### src/rtl/ldpm_pkg.sv
// ----------------------------------------------------------------------------
// ldpm_pkg
// Shared widths, stage numbering, register codes and structs of the lens
// distortion point mapper.
// ----------------------------------------------------------------------------
package ldpm_pkg;

    localparam int COORD_W    = 32;
    localparam int PIX_W      = 32;
    localparam int COEF_W     = 32;
    localparam int FOCAL_W    = 24;
    localparam int CFG_DATA_W = 48;
    localparam int CFG_IDX_W  = 3;

    // internal widths
    localparam int TAN_W = 42;
    localparam int F_W   = 56;

    // pipeline stages
    localparam int NUM_STAGES = 13;
    localparam int STG_IN     = 0;
    localparam int STG_SQ     = 1;
    localparam int STG_R2     = 2;
    localparam int STG_R4     = 3;
    localparam int STG_PART4  = 4;
    localparam int STG_R6     = 5;
    localparam int STG_PART6  = 6;
    localparam int STG_F      = 7;
    localparam int STG_XF     = 8;
    localparam int STG_XD     = 9;
    localparam int STG_PIX    = 10;
    localparam int STG_SUM    = 11;
    localparam int STG_OUT    = 12;

    localparam logic signed [49:0]      ONE_Q24 = 50'sd16777216;
    localparam logic signed [PIX_W-1:0] PIX_MAX = 32'sh7FFF_FFFF;
    localparam logic signed [PIX_W-1:0] PIX_MIN = 32'sh8000_0000;

    typedef enum logic [CFG_IDX_W-1:0] {
        REG_FOCAL_X,
        REG_FOCAL_Y,
        REG_PRINCIPAL,
        REG_K1,
        REG_K2,
        REG_K3,
        REG_P1,
        REG_P2
    } cfg_index_t;

    typedef struct packed {
        logic [FOCAL_W-1:0] focal_x;
        logic [FOCAL_W-1:0] focal_y;
        logic [FOCAL_W-1:0] cx;
        logic [FOCAL_W-1:0] cy;
        logic [COEF_W-1:0]  k1;
        logic [COEF_W-1:0]  k2;
        logic [COEF_W-1:0]  k3;
        logic [COEF_W-1:0]  p1;
        logic [COEF_W-1:0]  p2;
    } cfg_t;

    typedef struct packed {
        logic [NUM_STAGES-1:0] en;
        logic                  in_ready;
        logic                  out_valid;
    } stage_ctrl_t;

    // handoff from the polynomial half to the projection half
    typedef struct packed {
        logic [COORD_W-1:0] x;
        logic [COORD_W-1:0] y;
        logic [F_W-1:0]     f;
        logic [TAN_W-1:0]   tx;
        logic [TAN_W-1:0]   ty;
        logic               last;
    } poly_t;

endpackage

### src/rtl/ldpm_cfg_regs.sv
// ----------------------------------------------------------------------------
// ldpm_cfg_regs
// Write-only register file for focal lengths, principal point and the five
// distortion coefficients.
// ----------------------------------------------------------------------------
module ldpm_cfg_regs (
    input  logic                              clk,
    input  logic                              rst_n,
    input  logic                              cfg_wr_en,
    input  logic [ldpm_pkg::CFG_IDX_W-1:0]    cfg_index,
    input  logic [ldpm_pkg::CFG_DATA_W-1:0]   cfg_wr_data,
    output ldpm_pkg::cfg_t                    cfg
);
    import ldpm_pkg::*;

    cfg_t cfg_reg;
    cfg_t cfg_next;

    always_comb
    begin
        cfg_next = cfg_reg;
        if (cfg_wr_en)
        begin
            unique case (cfg_index_t'(cfg_index))
                REG_FOCAL_X:   cfg_next.focal_x = cfg_wr_data[FOCAL_W-1:0];
                REG_FOCAL_Y:   cfg_next.focal_y = cfg_wr_data[FOCAL_W-1:0];
                REG_PRINCIPAL:
                begin
                    cfg_next.cx = cfg_wr_data[FOCAL_W-1:0];
                    cfg_next.cy = cfg_wr_data[2*FOCAL_W-1:FOCAL_W];
                end
                REG_K1:        cfg_next.k1 = cfg_wr_data[COEF_W-1:0];
                REG_K2:        cfg_next.k2 = cfg_wr_data[COEF_W-1:0];
                REG_K3:        cfg_next.k3 = cfg_wr_data[COEF_W-1:0];
                REG_P1:        cfg_next.p1 = cfg_wr_data[COEF_W-1:0];
                REG_P2:        cfg_next.p2 = cfg_wr_data[COEF_W-1:0];
            endcase
        end
    end

    always_ff @(posedge clk or negedge rst_n)
    begin
        if (!rst_n)
        begin
            cfg_reg <= '0;
        end
        else
        begin
            cfg_reg <= cfg_next;
        end
    end

    assign cfg = cfg_reg;

endmodule

### config.mk
export PLATFORM = sky130hd
export DESIGN_NAME = ldpm_cfg_regs
export DESIGN_NICKNAME = d
export VERILOG_FILES = /design/src/rtl/ldpm_pkg.sv /design/src/rtl/ldpm_cfg_regs.sv
export SDC_FILE = /design/constraint.sdc
export NUM_CORES = 1
export LEC_CHECK = 0
export ABC_AREA = 1
export BUFFER_PORTS_ARGS = -buffer_cell sky130_fd_sc_hd__buf_2
export CAP_MARGIN = 20
export CORE_MARGIN = 4
export CORE_UTILIZATION = 38
export CTS_CLUSTER_DIAMETER = 200
export DETAILED_ROUTE_END_ITERATION = 8
export GPL_ROUTABILITY_DRIVEN = 0
export SLEW_MARGIN = 20
export SYNTH_ARGS = -nofsm -noshare
export SYNTH_HDL_FRONTEND = slang
export SYNTH_SLANG_ARGS = --single-unit
### constraint.sdc
create_clock -name clk -period 0.8 [get_ports clk]
set_clock_uncertainty 0.1 [all_clocks]
set_input_delay 0.24 -clock clk [delete_from_list [all_inputs] [get_ports clk]]
set_output_delay 0.24 -clock clk [all_outputs]
set_load 0.05 [all_outputs]
==> flow_summary_export.csv, run 1 <==
group,metric,value,unit
floorplanning,die-area,28800,um^2
floorplanning,die_w,170,um
detailed_routing,ant_nets,0,
finish,final_common_cell,"nand2_1",
detailed_routing,drt-initial-drc-count,781,
critical_path,path_delay_family,"flip-flops",
critical_path,r2r-start,"cfg[76]$_DFFE_PN0P_",
cts,clk_latency,530,ps
critical_path,cp_max_fo,2,
logic_synthesis,synth_seq_cells,256,
finish,final_area,17300,um^2
outcome,status,"complete, but fails checks",
sta,post-route-period-util,1.83,
critical_path,critPathCaptureType,"primary output",
floorplanning,io_pins,310,
logic_synthesis,ys_seq_area_frac,0.644,
logic_synthesis,synth_top_area_cell,"dfrtp_1",
cts,cts_buffer_depth,3,
sta,maxClockFrequency,682,MHz
logic_synthesis,synth_top_area_share,0.644,
global_routing,grt-ovfl-total,0,
finish,layout.nets,1598,
cts,clkTransAtPathRegs,60,ps
critical_path,worstPathArrival,1130,ps
worst_hold_path,worstHoldStart,"cfg_wr_data[8]",
critical_path,crit_path_max_incr_delay,430,ps
power_and_ir_drop,power.leakage,8.62,nW
critical_path,crit_start,"cfg[75]$_DFFE_PN0P_",
global_routing,antenna_found_initial,0,
cts,cts_buffers,29,
critical_path,critPathKind,"reg2out",
sta,slew_violations,0,
detailed_routing,wl_per_cell,20.4,um
global_routing,grt_max_degree,44,
sta,max_slew_margin,0.759,
cts,hold_buffers,26,
critical_path,path_buf_inv,1,
detailed_routing,vias_per_cell,5.02,
run,max_cap_viol_count,0,
outcome,failed_checks,"negative hold slack, negative setup slack",
sta,finalSetupTns,-167720,ps
floorplanning,row_count,58,
finish,antenna_cells,0,
critical_path,start_kind,"flop",
logic_synthesis,synth.area.top_cells,"dfrtp_1 (64%), nand2_1 (25%), nand3_1 (6.4%)",
detailed_routing,drcViolationCount,0,
critical_path,worstPathCellList,"buf_6",
detailed_routing,drt_first_pass_iters,5,
global_routing,grt_pass1_wl,54800,um
sta,fin_crit,1470,ps
worst_hold_path,hp-class,"in2reg",
floorplanning,start_util,0.391,
detailed_routing,vias,9509,
logic_synthesis,synth_warnings,0,
finish,drive_gt1_frac,0.545,
placement,hpwlAfterDp,23500,um
finish,regArea,6700,um^2
critical_path,worst-endpoint-required,460,ps
finish,syn_to_final_growth,74.2,%
finish,final_cell_mix,"nand2_1 (558), buf_6 (284), dfrtp_2 (236), nand3_1 (105), nand2_2 (77)",
power_and_ir_drop,p_per_area,2990,nW/um^2
floorplanning,core,25500,um^2
logic_synthesis,yosysUniqueCellTypes,11,
sta,rsz0062_at_grt,"yes",
sta,setup_ws,-667,ps
global_routing,grtUsageTotal,0.241,
placement,placed_area,13300,um^2
floorplanning,die_height,170,um
cts,numClockSinks,256,
sta,tightest_slew,361,ps
finish,fillers,1857,
critical_path,crit_slowest_cell,"dfrtp_2",
global_routing,grt_pass1_vias,9417,
logic_synthesis,syn_avg_cell_area,8.75,um^2
finish,largest_reg_flops,256,
logic_synthesis,syn_area,9950,um^2
finish,multi_input_area,3680,um^2
cts,cts_root_buf,"clkbuf_16",
power_and_ir_drop,vdd_drop_max,1.91,mV
sta,finalHoldViolations,141,
placement,portBuffers,309,
logic_synthesis,synthCells,1137,
logic_synthesis,synth.net_count,1191,
cts,h-tree-depth,1,
cts,cts_tree,"built",
sta,holdWs,-49.4,ps
detailed_routing,finalWirelength,38700,um
sta,setup_viol,352,
==> layer usage <==
layer | routed length (um) | up-vias | GRT usage | share of wire
li1 | - | 4322 | - | -
met1 | 15400 | 4633 | 0.315 | 0.40
met2 | 18400 | 459 | 0.390 | 0.47
met3 | 3420 | 95 | 0.0636 | 0.088
met4 | 1580 | 0 | 0.0868 | 0.041
met5 | 0 | - | 0 | 0
==> what timing repair did <==
item | CTS | global route
hold endpoints to repair | 505 | 144
pin swaps | 6 | 40
buffers inserted | 12 | 35
resized for setup | 482 | 193
cloned | 0 | 17
endpoints found under the setup margin | 397 | 526
==> kinds of logic (layout without fill, tap and decap cells) <==
family,Yosys count,after routing,share of synthesized area
buffers and inverters,92,518,0.0420
DFF,256,256,0.644
and+or+nand+nor,789,790,0.314
==> area by class of cell <==
type / count / share of cell area
inverters: 6 / 0.00455
clock inverters: 11 / 0.00563
well taps: 330 / 0.0238
clock buffers: 40 / 0.0489
flip-flops and latches: 256 / 0.387
repair buffers: 461 / 0.318
multi-input cells: 790 / 0.212
==> through the flow <==
stage	setup slack, ps	util	hold slack (ps)	total power [mW]	cells
finish	-667	0.681	-49.4	51.8	1894
global route	-700	0.681	-65.2	53.7	1894
CTS	-686	0.632	-76.9	50.6	1848
detailed placement	-617	0.522	9.98	33.9	1761
global placement	-603	0.522	7.31	33.7	1761
floorplan	-311	-	-156	28.4	1137
==> report_power, final <==
| part | switching, mW | total (mW) | internal [mW] | leakage [nW] |
|---|---|---|---|---|
| registers | 2.24 | 18.1 | 15.8 | 2.93 |
| logic | 12.9 | 20.6 | 7.71 | 5.23 |
| clock network | 5.37 | 13.1 | 7.70 | 0.463 |
==> path summary, 6_finish.rpt <==
kind                            slack (ps)                   end  depth (start not counted)
max in group asynchronous               50  cfg[204]$_DFFE_PN0P_                          3
worst max register to register        -160   cfg[76]$_DFFE_PN0P_                          4
worst max-delay path                  -670               cfg[75]                          1
worst min-delay path                   -50   cfg[72]$_DFFE_PN0P_                          3
worst min register to register         390   cfg[54]$_DFFE_PN0P_                          2
min in group asynchronous               70    cfg[0]$_DFFE_PN0P_                          2
==> cells in the mapped netlist <==
library cell  count
buf_2            34
clkbuf_1         28
clkbuf_2         24
clkinv_1          1
dfrtp_1         256
inv_1             4
inv_2             1
nand2_1         653
nand3_1         128
nor2_1            5
nor2_2            3
Power figures use the tool's default switching activity.
==> run 2: changes to the inputs <==
--- a/config.mk
+++ b/config.mk
@@ -8,11 +8,14 @@
 export ABC_AREA = 1
 export BUFFER_PORTS_ARGS = -buffer_cell sky130_fd_sc_hd__buf_2
 export CAP_MARGIN = 20
+export CELL_PAD_IN_SITES_DETAIL_PLACEMENT = 1
+export CELL_PAD_IN_SITES_GLOBAL_PLACEMENT = 1
 export CORE_MARGIN = 4
-export CORE_UTILIZATION = 38
+export CORE_UTILIZATION = 37
 export CTS_CLUSTER_DIAMETER = 200
 export DETAILED_ROUTE_END_ITERATION = 8
 export GPL_ROUTABILITY_DRIVEN = 0
+export PLACE_DENSITY_LB_ADDON = 0.1
 export SLEW_MARGIN = 20
 export SYNTH_ARGS = -nofsm -noshare
 export SYNTH_HDL_FRONTEND = slang
==> flow_summary_export.csv, run 2 (synthesized netlist as in run 1, its figures left out) <==
group,metric,value,unit
outcome,status,"complete, but fails checks",
outcome,failed_checks,"negative hold slack, negative setup slack",
finish,final_area,19600,um^2
finish,layout.nets,1668,
critical_path,critPathKind,"reg2out",
power_and_ir_drop,power.leakage,9.32,nW
floorplanning,die_w,172,um
sta,setup_ws,-807,ps
global_routing,grtUsageTotal,0.309,
detailed_routing,wl_per_cell,33.0,um
sta,tightest_slew,377,ps
detailed_routing,drt-initial-drc-count,1118,
floorplanning,row_count,59,
cts,numClockSinks,256,
critical_path,crit_slowest_cell,"dfrtp_2",
detailed_routing,wl_met3,5320,um
detailed_routing,dr.max_layer_used,"met4",
placement,hpwlAfterDp,26100,um
critical_path,path_delay_family,"flip-flops",
detailed_routing,wl_met1,22500,um
detailed_routing,vias_per_cell,5.82,
global_routing,grt-ovfl-total,0,
cts,cts_buffers,29,
critical_path,r2r_slack,-260,ps
finish,fillers,2476,
detailed_routing,wl_met2,32400,um
sta,max_slew_margin,0.748,
finish,drive_gt1_frac,0.677,
cts,cts_tree,"built",
global_routing,grt_pass1_vias,11229,
critical_path,worstPathCellList,"buf_6",
placement,placed_area,13800,um^2
cts,h-tree-depth,1,
worst_hold_path,holdPathEnd,"cfg[164]$_DFFE_PN0P_",
sta,setup_viol,497,
critical_path,worstPathArrival,1270,ps
cts,hold_buffers,26,
worst_hold_path,worstHoldStart,"cfg_wr_data[28]",
floorplanning,core,26300,um^2
sta,finalSetupTns,-194090,ps
critical_path,crit_path_max_incr_delay,480,ps
global_routing,grt_max_degree,38,
floorplanning,die_height,172,um
detailed_routing,drcViolationCount,0,
sta,holdWs,-47.5,ps
floorplanning,io_pins,310,
sta,finalHoldViolations,43,
critical_path,worst-endpoint-required,460,ps
critical_path,start_kind,"flop",
global_routing,antenna_found_initial,0,
critical_path,regToRegEndpoint,"cfg[24]$_DFFE_PN0P_",
sta,slew_violations,0,
cts,cts_buffer_depth,3,
finish,finalNonFillerCells,1974,
sta,rsz0062_at_grt,"yes",
finish,multi_input_area,4670,um^2
finish,largest_reg_flops,256,
critical_path,critPathCaptureType,"primary output",
detailed_routing,drt_first_pass_iters,5,
cts,clk_latency,560,ps
floorplanning,start_util,0.379,
sta,fin_crit,1610,ps
global_routing,grt_pass1_wl,69500,um
critical_path,ff2ff_path_depth,4,
critical_path,r2r-start,"cfg[24]$_DFFE_PN0P_",
critical_path,path_buf_inv,1,
detailed_routing,ant_nets,0,
power_and_ir_drop,p_per_area,2990,nW/um^2
floorplanning,die-area,29600,um^2
placement,portBuffers,309,
cts,clkTransAtPathRegs,70,ps
sta,post-route-period-util,2.01,
run,max_cap_viol_count,0,
finish,syn_to_final_growth,97.3,%
placement,dp.cells,1769,
critical_path,cp_max_fo,2,
detailed_routing,finalWirelength,65200,um
finish,final_common_cell,"nand2_1",
power_and_ir_drop,vdd_drop_max,2.13,mV
detailed_routing,vias,11481,
sta,maxClockFrequency,622,MHz
cts,cts_root_buf,"clkbuf_16",
worst_hold_path,hold_path_depth,3,
worst_hold_path,hp-class,"in2reg",
finish,final_cell_mix,"nand2_1 (404), buf_6 (281), dfrtp_2 (237), nand2_2 (163), buf_12 (93)",
finish,regArea,6700,um^2
run 2: layout make-up:
class                   count  share of cell area
repair buffers            531               0.344
clock buffers              44              0.0439
diodes                      2            0.000255
well taps                 335              0.0213
inverters                   6             0.00331
multi-input cells         790               0.238
clock inverters            10             0.00796
flip-flops and latches    256               0.341
run 2: worst max path at each step:
stage,start,endpoint,depth (start not counted)
4_1_cts,cfg[228]$_DFFE_PN0P_,cfg[228],1
5_1_grt,cfg[102]$_DFFE_PN0P_,cfg[102],1
6_report,cfg[102]$_DFFE_PN0P_,cfg[102],1
3_3_place_gp,cfg_index[0],cfg[88]$_DFFE_PN0P_,7
2_1_floorplan,cfg_wr_en,cfg[187]$_DFFE_PN0P_,7
3_5_place_dp,cfg_index[0],cfg[149]$_DFFE_PN0P_,7
run 2: metal layers:
layer  track usage  vias to the layer above
li1              -                     4483
met1         0.377                     5909
met2         0.543                      784
met3        0.0695                      305
met4         0.102                        0
met5             0                        -
run 2: where the power goes:
part / leakage (nW) / internal, mW / total, mW / switching (mW)
logic: 5.90 / 9.60 / 24.8 / 15.2
clock network: 0.500 / 8.71 / 14.9 / 6.19
registers: 2.93 / 15.8 / 18.9 / 3.12
total: 9.32 / 34.1 / 58.7 / 24.5
run 2: stage by stage:
step,total power [mW],setup slack (ps),util
2_1_floorplan,28.4,-311,-
3_3_place_gp,34.6,-614,0.524
3_5_place_dp,35.0,-652,0.524
4_1_cts,53.3,-704,0.663
5_1_grt,60.0,-815,0.747
6_report,58.7,-807,0.747
run 2: timing repair:
| item | in CTS | in global routing |
|---|---|---|
| endpoints found under the setup margin | 455 | 488 |
| pin swaps | 10 | 107 |
| hold endpoints to repair | 512 | 145 |
| gates resized for setup | 536 | 437 |
| setup buffers | 44 | 76 |
| gates cloned | 13 | 16 |
==> run 3: changes to the inputs <==
--- a/config.mk
+++ b/config.mk
@@ -6,15 +6,15 @@
 export NUM_CORES = 1
 export LEC_CHECK = 0
 export ABC_AREA = 1
-export BUFFER_PORTS_ARGS = -buffer_cell sky130_fd_sc_hd__buf_2
 export CAP_MARGIN = 20
 export CELL_PAD_IN_SITES_DETAIL_PLACEMENT = 1
 export CELL_PAD_IN_SITES_GLOBAL_PLACEMENT = 1
 export CORE_MARGIN = 4
-export CORE_UTILIZATION = 37
+export CORE_UTILIZATION = 38
 export CTS_CLUSTER_DIAMETER = 200
 export DETAILED_ROUTE_END_ITERATION = 8
-export GPL_ROUTABILITY_DRIVEN = 0
+export DONT_BUFFER_PORTS = 1
+export GPL_ROUTABILITY_DRIVEN = 1
 export PLACE_DENSITY_LB_ADDON = 0.1
 export SLEW_MARGIN = 20
 export SYNTH_ARGS = -nofsm -noshare
==> flow_summary_export.csv, run 3 (synthesized netlist as in run 1, its figures left out) <==
group,metric,value,unit
global_routing,grt-ovfl-total,0,
detailed_routing,ant_nets,0,
finish,fillers,2768,
sta,slew_violations,0,
finish,final_cell_mix,"nand2_1 (571), dfrtp_2 (236), nand3_1 (108), buf_12 (79), nand2_2 (77)",
floorplanning,io_pins,310,
power_and_ir_drop,power.leakage,7.03,nW
critical_path,path_buf_inv,1,
cts,hold_buffers,48,
global_routing,grt_pass1_wl,54300,um
critical_path,critPathCaptureType,"primary output",
global_routing,grt_pass1_vias,8743,
global_routing,grtUsageTotal,0.242,
critical_path,worst-endpoint-required,460,ps
floorplanning,row_count,58,
sta,fin_crit,1480,ps
finish,drive_gt1_frac,0.403,
cts,cts_buffer_depth,3,
sta,maxClockFrequency,676,MHz
global_routing,grt_max_degree,257,
sta,rsz0062_at_grt,"yes",
sta,holdWs,-702,ps
placement,pre_cts_slack,-392,ps
critical_path,worstPathCellList,"buf_12",
sta,tightest_slew,714,ps
floorplanning,die-area,28800,um^2
critical_path,crit_cells,1,
run,max_cap_viol_count,0,
sta,max_slew_margin,0.524,
placement,hpwlAfterDp,23100,um
cts,cts_root_buf,"clkbuf_16",
critical_path,crit_start,"cfg[220]$_DFFE_PN0P_",
power_and_ir_drop,p_per_area,3330,nW/um^2
floorplanning,die_height,170,um
critical_path,regToRegEndpoint,"cfg[235]$_DFFE_PN0P_",
critical_path,r2r_slack,-130,ps
critical_path,endpoint,"cfg[220]",
cts,numClockSinks,256,
sta,finalHoldViolations,273,
sta,setup_viol,464,
detailed_routing,vias_per_cell,5.09,
critical_path,start_kind,"flop",
cts,clkTransAtPathRegs,60,ps
detailed_routing,drt_first_pass_iters,4,
worst_hold_path,hp-class,"in2async",
finish,multi_input_area,3520,um^2
finish,final_common_cell,"nand2_1",
detailed_routing,drt-initial-drc-count,451,
floorplanning,start_util,0.391,
detailed_routing,finalWirelength,35400,um
finish,layout.nets,1296,
detailed_routing,wl_per_cell,22.2,um
outcome,status,"complete, but fails checks",
finish,largest_reg_flops,256,
placement,portBuffers,0,
placement,gp_congestion,0.750,
cts,cts_tree,"built",
cts,h-tree-depth,1,
critical_path,cp_max_fo,2,
finish,regArea,6700,um^2
power_and_ir_drop,vdd_drop_max,1.79,mV
finish,antenna_cells,0,
critical_path,path_delay_family,"flip-flops",
critical_path,worstPathArrival,1140,ps
critical_path,r2r-start,"cfg[235]$_DFFE_PN0P_",
cts,cts_buffers,29,
floorplanning,die_w,170,um
critical_path,critPathKind,"reg2out",
outcome,failed_checks,"negative hold slack, negative setup slack",
sta,finalSetupTns,-172480,ps
critical_path,crit_slowest_cell,"dfrtp_1",
sta,setup_ws,-680,ps
global_routing,antenna_found_initial,0,
sta,post-route-period-util,1.85,
critical_path,ff2ff_path_depth,2,
finish,syn_to_final_growth,41.9,%
critical_path,crit_path_max_incr_delay,440,ps
cts,clk_latency,530,ps
detailed_routing,drcViolationCount,0,
floorplanning,core,25500,um^2
detailed_routing,vias,8110,
-- run 3: how the worst min path moves through the flow --
stage / end / slack, ps / cells after the start
after global routing: cfg[59]$_DFFE_PN0P_ / -740 / 0
after detailed placement: cfg[59]$_DFFE_PN0P_ / -150 / 0
final: cfg[59]$_DFFE_PN0P_ / -700 / 0
after CTS: cfg[54]$_DFFE_PN0P_ / -720 / 0
after floorplan: cfg[0]$_DFFE_PN0P_ / -160 / 0
after global placement: cfg[59]$_DFFE_PN0P_ / -150 / 0
-- run 3: final cells by class --
cell class                 count  area share
clock buffer                  43      0.0608
multi-input combinational    789       0.249
tap                          330      0.0292
inverter                       6     0.00461
sequential                   256       0.474
timing repair buffer         160       0.171
clock inverter                10      0.0106
-- run 3: repair_timing --
action / CTS / global route
buffers inserted: 6 / 6
gates resized for setup: 8 / 104
pin swaps: 243 / 14
setup endpoints to repair: 454 / 510
endpoints found under the hold margin: 512 / 283
-- run 3: power breakdown --
| group | switching (mW) | leakage [nW] | total [mW] | internal (mW) |
|---|---|---|---|---|
| clock | 5.34 | 0.502 | 14.0 | 8.66 |
| sequential | 9.20 | 2.93 | 25.0 | 15.8 |
| combinational | 4.51 | 3.60 | 8.11 | 3.60 |
-- run 3: stage by stage --
step	std cells	util	hold slack, ps	area (um^2)	power, mW
6_report	1594	0.555	-702	14100	47.1
5_1_grt	1594	0.555	-736	14100	49.0
4_1_cts	1590	0.543	-722	13800	47.1
3_5_place_dp	1483	0.482	-149	12300	32.6
3_3_place_gp	1483	0.482	-148	12300	32.3
2_1_floorplan	1137	-	-156	10700	28.4
-- run 3: layer usage --
metal | routed length (um) | track usage | share of wire
met5 | 0 | 0 | 0
met2 | 17100 | 0.398 | 0.48
met4 | 1050 | 0.0690 | 0.030
met1 | 13900 | 0.304 | 0.39
met3 | 3260 | 0.0859 | 0.092
