## config.mk

```make
export PLATFORM = sky130hd
export DESIGN_NAME = ldpm_stage_ctrl
export DESIGN_NICKNAME = d
export VERILOG_FILES = /design/src/rtl/ldpm_pkg.sv /design/src/rtl/ldpm_stage_ctrl.sv
export SDC_FILE = /design/constraint.sdc
export NUM_CORES = 1
export LEC_CHECK = 0
export ABC_AREA = 1
export BUFFER_PORTS_ARGS = -buffer_cell sky130_fd_sc_hd__buf_2
export CAP_MARGIN = 20
export CORE_AREA = 10 10 47 49
export CTS_CLUSTER_DIAMETER = 120
export DETAILED_ROUTE_END_ITERATION = 8
export DIE_AREA = 0 0 57 59
export PLACE_DENSITY = 0.8
export SKIP_LAST_GASP = 1
export SLEW_MARGIN = 15
export SYNTH_ARGS = -nofsm -noshare
export SYNTH_HDL_FRONTEND = slang
export SYNTH_SLANG_ARGS = --single-unit
```

## constraint.sdc

```tcl
create_clock -name clk -period 2.4 [get_ports clk]
set_input_delay 0.12 -clock clk [delete_from_list [all_inputs] [get_ports clk]]
set_output_delay 0.12 -clock clk [all_outputs]
set_load 0.03 [all_outputs]
```

## src/rtl/ldpm_pkg.sv

```systemverilog
// ----------------------------------------------------------------------------
// ldpm_pkg
// Shared widths, stage numbering, register codes and structs of the lens
// distortion point mapper.
// ----------------------------------------------------------------------------
package ldpm_pkg;

    localparam int COORD_W    = 32;
    localparam int PIX_W      = 32;
    localparam int COEF_W     = 32;
    localparam int FOCAL_W    = 24;
    localparam int CFG_DATA_W = 48;
    localparam int CFG_IDX_W  = 3;

    // internal widths
    localparam int TAN_W = 42;
    localparam int F_W   = 56;

    // pipeline stages
    localparam int NUM_STAGES = 13;
    localparam int STG_IN     = 0;
    localparam int STG_SQ     = 1;
    localparam int STG_R2     = 2;
    localparam int STG_R4     = 3;
    localparam int STG_PART4  = 4;
    localparam int STG_R6     = 5;
    localparam int STG_PART6  = 6;
    localparam int STG_F      = 7;
    localparam int STG_XF     = 8;
    localparam int STG_XD     = 9;
    localparam int STG_PIX    = 10;
    localparam int STG_SUM    = 11;
    localparam int STG_OUT    = 12;

    localparam logic signed [49:0]      ONE_Q24 = 50'sd16777216;
    localparam logic signed [PIX_W-1:0] PIX_MAX = 32'sh7FFF_FFFF;
    localparam logic signed [PIX_W-1:0] PIX_MIN = 32'sh8000_0000;

    typedef enum logic [CFG_IDX_W-1:0] {
        REG_FOCAL_X,
        REG_FOCAL_Y,
        REG_PRINCIPAL,
        REG_K1,
        REG_K2,
        REG_K3,
        REG_P1,
        REG_P2
    } cfg_index_t;

    typedef struct packed {
        logic [FOCAL_W-1:0] focal_x;
        logic [FOCAL_W-1:0] focal_y;
        logic [FOCAL_W-1:0] cx;
        logic [FOCAL_W-1:0] cy;
        logic [COEF_W-1:0]  k1;
        logic [COEF_W-1:0]  k2;
        logic [COEF_W-1:0]  k3;
        logic [COEF_W-1:0]  p1;
        logic [COEF_W-1:0]  p2;
    } cfg_t;

    typedef struct packed {
        logic [NUM_STAGES-1:0] en;
        logic                  in_ready;
        logic                  out_valid;
    } stage_ctrl_t;

    // handoff from the polynomial half to the projection half
    typedef struct packed {
        logic [COORD_W-1:0] x;
        logic [COORD_W-1:0] y;
        logic [F_W-1:0]     f;
        logic [TAN_W-1:0]   tx;
        logic [TAN_W-1:0]   ty;
        logic               last;
    } poly_t;

endpackage

```

## src/rtl/ldpm_stage_ctrl.sv

```systemverilog
// ----------------------------------------------------------------------------
// ldpm_stage_ctrl
// Valid bits of the pipeline stages and per-stage load enables; a stage
// loads whenever it is empty or everything downstream of it moves.
// ----------------------------------------------------------------------------
module ldpm_stage_ctrl (
    input  logic                  clk,
    input  logic                  rst_n,
    input  logic                  in_valid,
    input  logic                  out_ready,
    output ldpm_pkg::stage_ctrl_t ctrl
);
    import ldpm_pkg::*;

    logic [NUM_STAGES-1:0] valid_reg;
    logic [NUM_STAGES-1:0] valid_next;
    logic [NUM_STAGES-1:0] ready;
    logic [NUM_STAGES-1:0] shifted;

    // stage i may load when some stage at or after it is empty, or the sink takes
    always_comb
    begin
        for (int i = 0; i < NUM_STAGES; i++)
        begin
            ready[i] = out_ready ||
                       ((valid_reg | NUM_STAGES'((1 << i) - 1)) != '1);
        end
    end

    assign shifted    = {valid_reg[NUM_STAGES-2:0], in_valid};
    assign valid_next = (ready & shifted) | (~ready & valid_reg);

    always_ff @(posedge clk or negedge rst_n)
    begin
        if (!rst_n)
        begin
            valid_reg <= '0;
        end
        else
        begin
            valid_reg <= valid_next;
        end
    end

    assign ctrl.en        = ready;
    assign ctrl.in_ready  = ready[STG_IN];
    assign ctrl.out_valid = valid_reg[NUM_STAGES-1];

endmodule

```

==> results.md, run 1 <==
* Status: finished clean
* Area of all sequential standard cells at 325 um2
* Share of the clock period used by the worst path after layout at 66.5%
* Global-route wire length before repair at 1980 um
* RSZ-0062 raised after global routing: no
* Critical-path maximum fanout at 12
* Count of pins on the block boundary at 19
* Total routing usage reported by global routing at 7.51%
* Mean instance size in the synthesized netlist at 8.54 um2
* Fmax at 0.626 GHz
* # port buffers at 18
* Initial antenna violation count at 0
* Area occupied by multi-input gates at 169 um2
* Crit path launch type: register
* Clock root cell: sky130_fd_sc_hd__clkbuf_4
* Clock Tree Buf Depth at 2
* Sum of met2 wire segment lengths after detailed routing at 540 um
* TritonCTS clock tree: done
* Clock skew after layout at 0.00177 ns
* Sink count of the clock tree at 13
* # rows at 14
* Fraction of final layout cells with drive strength greater than 1 at 28.4%
* Max-slew violations at 0
* Final std cells w/o fill at 104
* Final Setup Violations at 0
* Number of buffers added by the clock tree synthesis step at 3
* Fraction of the yosys area taken by sequential cells at 56.0%
* Width of the chip at 57 um
* Post-synthesis cell area at 581 um2
* Maximum level of the CTS H-tree at 1
* Number of DRC violations after detailed-routing iteration 0 at 12
* Cell at the slowest stage of the critical path: sky130_fd_sc_hd__dfrtp_1
* Final worst path period need at 1.60 ns
* Number of instances on the worst hold path at 3
* Largest stage delay on the critical path at 0.37 ns
* Max IR drop VDD at 0.000474 V
* Net count after synthesis at 72
* Final TNS setup at 0 ns
* Number of placed instances with taps included at 99
* Starting utilization of the core area at 41.4%
* Most frequent cells in the layout: 20 x sky130_fd_sc_hd__nand2_1, 18 x sky130_fd_sc_hd__buf_2, 16 x sky130_fd_sc_hd__inv_1
* Cells after synthesis at 68
* Vias in the first global route at 477
* Core area at 1400 um2
* Cells along the critical path: nand2_1 > nor2_2 > nand4_1 > buf_2
* Area share of the largest cell type after synthesis at 56.0%
* Later-pin clock latency in the skew report at 0.27 ns
* Hold Crit Class: input pin to register
* Kind of critical path: register to output pin
* Number of nets in the final layout at 93
* Wire length per cell after detailed routing at 11.1 um
* Cell taking the most area after synthesis: sky130_fd_sc_hd__dfrtp_1
* Die height at 59 um
* Worst slew slack as a fraction of its limit at 73.3%
* Gates resized, CTS repair at 0
* Syn. warnings at 0
* Leak at 0.419 nW
* # DRC at 0
* Final Routed Wirelength at 1150 um
* CP arrival at 1.48 ns
* Post-route antenna net violation count at 0
* WL met1 at 531 um
* Post-DP HPWL at 953 um
* Routed wl met3 at 46 um
* Final hold violations at 0
* Antenna diode count at 0
* Post-synthesis register bit count at 13
* Biggest area contributors in the synthesized netlist: sky130_fd_sc_hd__dfrtp_1 56%, sky130_fd_sc_hd__nand2_1 13%, sky130_fd_sc_hd__inv_1 10%, sky130_fd_sc_hd__nand4_1 6.5%, sky130_fd_sc_hd__nand3_1 2.6%
* Hold slack final at 0.0318 ns
* Maximum number of pins on one net before global-route repair at 14
* Number of inserted filler cells in the final layout at 145
* Uppermost signal routing layer after detailed routing: met4
* Pin slew with the least headroom to its limit at 0.400 ns
* Critical Path End Type: output pin
* Total power of the final layout at 0.000605 W
* Average vias per placed instance at 4.40
* CTS clk-pin slew, worst paths at 0.07 ns
* Pwr dens at 864 nW/um2
* Buffer count from post-CTS setup fixing at 0
* Max-capacitance violation count at 0
* Number of distinct library cells after synthesis at 12
* Residual overflow from global routing at 0
* Die area at 3360 um2
* Synth-to-layout area growth at 20.7%
* Overall via count from detail_route at 458
* Hold path start: in_valid
* Leading cell type in the layout, fill and taps excluded: sky130_fd_sc_hd__nand2_1
* Number of cell instances on the worst register-to-register path at 4
* Final GP Congestion at 0.750
* Slack of the worst reg-to-reg path at 1.27 ns
* Required @ worst endpoint at 2.28 ns
* Pre-Repair DR Iteration Count at 4
-- metal layers --
| layer | up-vias | global-route usage (%) |
|---|---|---|
| met5 | - | 0 |
| met4 | 0 | 5.03 |
| met3 | 5 | 3.00 |
| met2 | 12 | 11.5 |
| met1 | 201 | 8.44 |
| li1 | 240 | - |
-- area by class of cell --
type | count | share of cell area, %
Multi-Input combinational cell | 36 | 24.1
Timing Repair Buffer | 19 | 14.3
Tap cell | 16 | 2.86
Clock buffer | 4 | 3.75
Inverter | 16 | 8.57
Sequential cell | 13 | 46.4
-- where the power goes --
group | internal [W] | switching [W]
clock network | 0.0000644 | 0.0000669
logic | 0.0000595 | 0.000154
registers | 0.000245 | 0.0000159
total | 0.000369 | 0.000237
-- logic make-up after synthesis --
kind of cell / synth area share, %
buffers and inverters: 14.9
flip-flops: 56.0
AND/OR/NAND/NOR: 29.1
-- what timing repair did --
action / 4_1_cts / 5_1_grt
setup endpoints to repair: 0 / 0
endpoints found under the hold margin: 13 / 0
hold buffers: 1 / 0
-- metrics by stage --
stage / setup WS, ns / cell area (um2) / utilization [%]
floorplan: 0.942 / 581 / -
global placement: 1.13 / 664 / 47.4
detailed placement: 1.09 / 664 / 47.4
CTS: 0.782 / 701 / 50.0
global route: 0.671 / 701 / 50.0
finish: 0.803 / 701 / 50.0
-- Yosys cell counts --
cell type / instances
sky130_fd_sc_hd__nor2_2: 1
sky130_fd_sc_hd__nand3_1: 3
sky130_fd_sc_hd__nand2_1: 20
sky130_fd_sc_hd__nor2_4: 1
sky130_fd_sc_hd__buf_4: 2
sky130_fd_sc_hd__dfrtp_1: 13
sky130_fd_sc_hd__nor2_1: 3
sky130_fd_sc_hd__nand2_2: 1
sky130_fd_sc_hd__or2_2: 1
sky130_fd_sc_hd__inv_1: 16
sky130_fd_sc_hd__nand4_1: 6
sky130_fd_sc_hd__buf_6: 1
-- critical path: cells and delay by family (launching register included) --
kind / cells / cell delay [ns]
and+or+nand+nor: 3 / 0.60
DFF: 1 / 0.37
buffers and inverters: 1 / 0.23
-- how the worst max path moves through the flow --
stage	cells past startpoint	slack [ns]	from	to
floorplan	4	0.94	register	ctrl[2]
global placement	4	1.13	register	ctrl[1]
detailed placement	4	1.09	register	ctrl[1]
CTS	4	0.78	register	ctrl[1]
global route	4	0.67	register	ctrl[1]
finish	4	0.80	register	ctrl[1]
(Power assumes the default switching activity.)
==> run 2, diff against run 1 <==
Settings changed: CORE_AREA 10 10 47 49 to not set, CORE_MARGIN set to 10, CORE_UTILIZATION set to 42, DIE_AREA 0 0 57 59 to not set, PLACE_DENSITY 0.8 to 0.81.
Clock period 2.4 ns to 1.3 ns, I/O delays scaled along.
==> results.md, run 2 (synthesized netlist as in run 1, its figures left out) <==
* Slack of the worst reg-to-reg path at 0.22 ns (-1.05 ns)
* Pre-Repair DR Iteration Count at 6 (+2)
* Initial antenna violation count at 0 (unchanged)
* Number of placed instances with taps included at 98 (-1.0%)
* Status: finished, violations left
* Vias in the first global route at 494 (+3.6%)
* Count of pins on the block boundary at 19 (unchanged)
* Max-capacitance violation count at 0 (unchanged)
* Global-route wire length before repair at 2190 um (+10%)
* Final worst path period need at 1.38 ns
* Post-route antenna net violation count at 0 (unchanged)
* Number of inserted filler cells in the final layout at 115 (-21%)
* Pin slew with the least headroom to its limit at 0.292 ns (-0.108 ns)
* CTS clk-pin slew, worst paths at 0.08 ns (about the same)
* Setup WS pre-CTS at 0.150 ns (-0.935 ns)
* # rows at 13 (-1)
* Most frequent cells in the layout: 19 x sky130_fd_sc_hd__nand2_1, 15 x sky130_fd_sc_hd__inv_1, 13 x sky130_fd_sc_hd__dfrtp_1
* Leak at 0.460 nW (+9.6%)
* Maximum level of the CTS H-tree at 1 (unchanged)
* TritonCTS clock tree: done
* Width of the chip at 57.2 um (+0.32%)
* Final Setup Violations at 11 (+11)
* Hold path start: out_ready
* Hold Crit Class: input pin to register
* Post-DP HPWL at 882 um (-7.5%)
* CP Buf/Inv Count at 1 (unchanged)
* Clock skew after layout at 0.00434 ns (+0.00257 ns)
* Kind of cell with the highest combined delay on the critical path: simple AND/OR/NAND/NOR gates
* # port buffers at 18 (unchanged)
* Worst slew slack as a fraction of its limit at 80.6% (+7.2 points)
* Later-pin clock latency in the skew report at 0.28 ns (about the same)
* Number of cell instances on the worst register-to-register path at 5 (+1)
* RSZ-0062 raised after global routing: yes
* Clock Tree Buf Depth at 2 (unchanged)
* Clock root cell: sky130_fd_sc_hd__clkbuf_4
* Crit path launch type: register
* Setup ws final at -0.0760 ns (-0.879 ns)
* Fmax at 0.727 GHz
* Antenna diode count at 0 (unchanged)
* Number of DRC violations after detailed-routing iteration 0 at 8 (-4)
* Cells along the critical path: nand2_4 > nor2_4 > nand4_1 > buf_4
* Pwr dens at 1530 nW/um2 (+77%)
* Sink count of the clock tree at 13 (unchanged)
* Wire length per cell after detailed routing at 12.1 um (+9.2%)
* Final Routed Wirelength at 1320 um (+14%)
* Max-slew violations at 0 (unchanged)
* Number of buffers added by the clock tree synthesis step at 3 (unchanged)
* Cell at the slowest stage of the critical path: sky130_fd_sc_hd__dfrtp_1
* Number of nets in the final layout at 99 (+6.5%)
* Die area at 3270 um2 (-2.8%)
* Leading cell type in the layout, fill and taps excluded: sky130_fd_sc_hd__nand2_1
* Die height at 57.2 um (-3.1%)
* Critical Path End Type: output pin
* Total routing usage reported by global routing at 8.50% (+0.99 points)
* Core area at 1300 um2 (-7.1%)
* # DRC at 0 (unchanged)
* Number of instances on the worst hold path at 4 (+1)
* Critical-path maximum fanout at 6 (-6)
* Maximum number of pins on one net before global-route repair at 14 (unchanged)
* Largest stage delay on the critical path at 0.39 ns (+0.02 ns)
* Violations in the final reports: negative setup slack
* CP arrival at 1.31 ns (-0.17 ns)
* Overall via count from detail_route at 500 (+9.2%)
* Synth-to-layout area growth at 36.2%
* Fraction of final layout cells with drive strength greater than 1 at 34.0% (+5.6 points)
* Residual overflow from global routing at 0 (unchanged)
* Final std cells w/o fill at 109 (+4.8%)
* Max IR drop VDD at 0.00108 V (+130%)
* Share of the clock period used by the worst path after layout at 106%
* Required @ worst endpoint at 1.24 ns (-1.04 ns)
* Starting utilization of the core area at 44.6% (+3.2 points)
* Final hold violations at 0 (unchanged)
* Final GP Congestion at 0.729 (-2.9%)
* Average vias per placed instance at 4.59 (+4.2%)
* Kind of critical path: register to output pin
[run 2: report_power, final]
group	switching, W	leakage (nW)	internal [W]
logic	0.000300	0.319	0.000165
clock network	0.000143	0.0150	0.000119
registers	0.0000277	0.126	0.000452
[run 2: tightest hold or removal path, cell delays in order]
cell,delay [ns]
sky130_fd_sc_hd__buf_2,0.07
sky130_fd_sc_hd__inv_1,0.06
sky130_fd_sc_hd__nand3_1,0.08
sky130_fd_sc_hd__nand2_1,0.05
[run 2: cell type report]
cell class	instances	area, um2	area share (%)
multi-input combinational	37	188	23.7
clock buffer	4	26.3	3.32
inverter	16	60.1	7.59
sequential	13	325	41.1
timing repair buffer	24	173	21.8
tap	15	18.8	2.37
[run 2: worst max-delay path by stage]
stage / endpoint / slack, ns / depth (start not counted)
2_1_floorplan: ctrl[2] / -0.05 / 4
3_3_place_gp: ctrl[2] / 0.19 / 4
3_5_place_dp: ctrl[2] / 0.15 / 4
4_1_cts: ctrl[2] / -0.09 / 4
5_1_grt: ctrl[1] / -0.17 / 4
6_report: ctrl[1] / -0.08 / 4
[run 2: per-stage QoR]
stage | area, um2 | setup TNS (ns) | util [%] | power [W] | hold slack, ns
2_1_floorplan | 594 | -0.0451 | - | 0.000791 | -0.231
6_report | 791 | -0.475 | 60.8 | 0.00121 | 0.0870
5_1_grt | 791 | -1.53 | 60.8 | 0.00129 | 0.0997
3_3_place_gp | 673 | 0 | 51.7 | 0.000881 | -0.0388
3_5_place_dp | 673 | 0 | 51.7 | 0.000885 | -0.0322
4_1_cts | 791 | -0.577 | 60.8 | 0.00121 | 0.0818
[run 2: layer usage]
layer  vias to the layer above  wire (um)  part of all wire [%]  GRT usage [%]
li1                        256          -                     -              -
met1                       227        541                    41           8.99
met2                        14        634                    48           13.5
met5                         -          0                     0              0
met4                         0         31                   2.4           5.03
met3                         3        110                   8.3           3.98
[run 2: what timing repair did]
item,in CTS,in global routing
pin swaps,6,4
endpoints found under the setup margin,12,12
setup buffers,4,0
gates resized for setup,13,0
cloned,1,0
endpoints found under the hold margin,14,0
hold buffers,2,0
==> run 3, diff against run 2 <==
--- a/config.mk
+++ b/config.mk
@@ -8,9 +8,9 @@
 export ABC_AREA = 1
-export BUFFER_PORTS_ARGS = -buffer_cell sky130_fd_sc_hd__buf_2
 export CAP_MARGIN = 20
-export CORE_MARGIN = 10
-export CORE_UTILIZATION = 42
+export CORE_AREA = 10 10 47 49
 export CTS_CLUSTER_DIAMETER = 120
 export DETAILED_ROUTE_END_ITERATION = 8
-export PLACE_DENSITY = 0.81
+export DIE_AREA = 0 0 57 59
+export DONT_BUFFER_PORTS = 1
+export PLACE_DENSITY = 0.7
 export SKIP_LAST_GASP = 1
--- a/constraint.sdc
+++ b/constraint.sdc
@@ -3,2 +3,2 @@
 set_output_delay 0.065 -clock clk [all_outputs]
-set_load 0.03 [all_outputs]
+set_load 0.05 [all_outputs]
==> results.md, run 3 (synthesized netlist as in run 1, its figures left out) <==
* Status: finished, violations left
* Violations in the final reports: negative setup slack
* RSZ-0062 raised after global routing: yes
* Max-slew violations at 0 (unchanged)
* Clock Tree Buf Depth at 2 (unchanged)
* # port buffers at 0 (-18)
* Number of nets in the final layout at 99 (unchanged)
* CP arrival at 1.37 ns (+0.06 ns)
* Initial antenna violation count at 0 (unchanged)
* Number of inserted filler cells in the final layout at 117 (+1.7%)
* Final hold violations at 0 (unchanged)
* Residual overflow from global routing at 0 (unchanged)
* Vias in the first global route at 537 (+8.7%)
* Pre-Repair DR Iteration Count at 4 (-2)
* Area occupied by multi-input gates at 208 um2 (+11%)
* Critical Path End Type: output pin
* Hold Crit Class: input pin to register
* Starting utilization of the core area at 41.4% (-3.2 points)
* Number of buffers added by the clock tree synthesis step at 3 (unchanged)
* Most frequent cells in the layout: 17 x sky130_fd_sc_hd__nand2_1, 14 x sky130_fd_sc_hd__inv_1, 13 x sky130_fd_sc_hd__dfrtp_1
* Maximum number of pins on one net before global-route repair at 14 (unchanged)
* # DRC at 0 (unchanged)
* Fraction of final layout cells with drive strength greater than 1 at 39.4% (+5.3 points)
* Required @ worst endpoint at 1.24 ns (about the same)
* Final Setup Violations at 12 (+1)
* Post-route antenna net violation count at 0 (unchanged)
* CTS clk-pin slew, worst paths at 0.08 ns (about the same)
* Total internal power at 0.000793 W (+7.8%)
* Power share of the clock group at 17.6% (-4.2 points)
* Comb pwr share at 47.3% (+8.8 points)
* Maximum level of the CTS H-tree at 1 (unchanged)
* Pin slew with the least headroom to its limit at 0.584 ns (+0.292 ns)
* Post-DP HPWL at 922 um (+4.6%)
* Synth-to-layout area growth at 54.3%
* Average vias per placed instance at 4.68 (+2.1%)
* Max IR drop VDD at 0.00104 V (-3.5%)
* Kind of critical path: register to output pin
* Final TNS setup at -0.661 ns (-0.186 ns)
* Overall via count from detail_route at 515 (+3.0%)
* Sink count of the clock tree at 13 (unchanged)
* Global-route wire length before repair at 2260 um (+3.2%)
* Width of the chip at 57 um (-0.31%)
* Total routing usage reported by global routing at 8.33% (-0.16 points)
* Critical-path maximum fanout at 6 (unchanged)
* Cell Area, Placed at 724 um2 (+7.6%)
* Final GP Congestion at 0.790 (+8.3%)
* Die area at 3360 um2 (+2.9%)
* Final Routed Wirelength at 1460 um (+10%)
* Relative contribution of sequential cells to total power at 35.1% (-4.6 points)
* Count of pins on the block boundary at 19 (unchanged)
* Switching Share at 42.2% (+3.2 points)
* Antenna diode count at 0 (unchanged)
* Later-pin clock latency in the skew report at 0.27 ns (about the same)
* Wire length per cell after detailed routing at 13.2 um (+9.5%)
* Number of DRC violations after detailed-routing iteration 0 at 3 (-5)
* Total power of the final layout at 0.00137 W (+14%)
* Leak at 0.498 nW (+8.3%)
* Final standard cell area without fillers at 896 um2 (+13%)
* # rows at 14 (+1)
* Worst slew slack as a fraction of its limit at 60.9% (-20 points)
* Area of all sequential standard cells at 325 um2 (unchanged)
* Crit path launch type: register
* Clock root cell: sky130_fd_sc_hd__clkbuf_4
* TritonCTS clock tree: done
* Share of the clock period used by the worst path after layout at 111% (+4.8 points)
* Final worst path period need at 1.44 ns (+0.0629 ns)
* Switching pwr at 0.000580 W (+23%)
* Die height at 59 um (+3.2%)
* Max-capacitance violation count at 0 (unchanged)
* Clock skew after layout at 0.00109 ns (-0.00325 ns)
* Fmax at 0.695 GHz (-4.4%)
* Setup ws final at -0.139 ns (-0.0629 ns)
* Core area at 1400 um2 (+7.7%)
* Pwr dens at 1530 nW/um2 (+0.41%)
* Leading cell type in the layout, fill and taps excluded: sky130_fd_sc_hd__nand2_1
## run 3: cell counts in the layout (fill, tap and decap cells not counted)
No cell type changed its count.
## run 3: metrics by stage
step | hold slack, ns | utilization (%) | instances | setup slack, ns
final | 0.0432 | 63.9 | 110 | -0.139
after global routing | 0.0549 | 63.9 | 110 | -0.240
after CTS | 0.0469 | 62.1 | 107 | -0.0939
after detailed placement | -0.230 | 51.7 | 95 | 0.0962
after global placement | -0.230 | 51.7 | 95 | 0.130
after floorplan | -0.231 | - | 68 | -0.350
## run 3: repair_timing
action / in CTS / in global routing
endpoints found under the hold margin: 14 / 0
gates cloned: 1 / 0
resized for setup: 15 / 2
pin swaps: 5 / 4
hold buffers: 2 / 0
buffers inserted: 5 / 3
endpoints found under the setup margin: 12 / 13
## run 3: worst paths after layout
path	cells past startpoint	end	slack, ns	start
min reg2reg	2	register	0.48	register
max in group asynchronous	1	async pin	0.69	rst_n
min in group asynchronous	1	async pin	0.23	rst_n
max	4	ctrl[2]	-0.14	register
max reg2reg	6	register	0	register
min	3	register	0.04	out_ready
## run 3: cell type report
cell class,instances,area share (%)
flip-flops and latches,13,36.3
repair buffers,24,28.6
multi-input cells,37,23.2
inverters,16,6.70
clock buffers,4,2.93
well taps,16,2.23
## run 3: critical path: stages, from the launching register on
cell,delay (ns)
sky130_fd_sc_hd__dfrtp_1,0.39
sky130_fd_sc_hd__nand2_4,0.09
sky130_fd_sc_hd__nor2_4,0.19
sky130_fd_sc_hd__nand4_1,0.21
sky130_fd_sc_hd__buf_12,0.23
## run 3: routing by layer
metal	share of wire [%]	GRT usage, %	vias to the layer above
met5	0	0	-
li1	-	-	254
met1	40	8.17	248
met3	6.3	3.65	2
met4	0.82	4.03	0
met2	52	14.7	11
## run 3: power groups by stage
stage	clock [W]	sequential [W]	combinational, W
after floorplan	0	0.000482	0.000416
after CTS	0.000244	0.000480	0.000632
after global routing	0.000275	0.000488	0.000695
final	0.000242	0.000482	0.000650
after global placement	0	0.000488	0.000537
after detailed placement	0	0.000490	0.000544
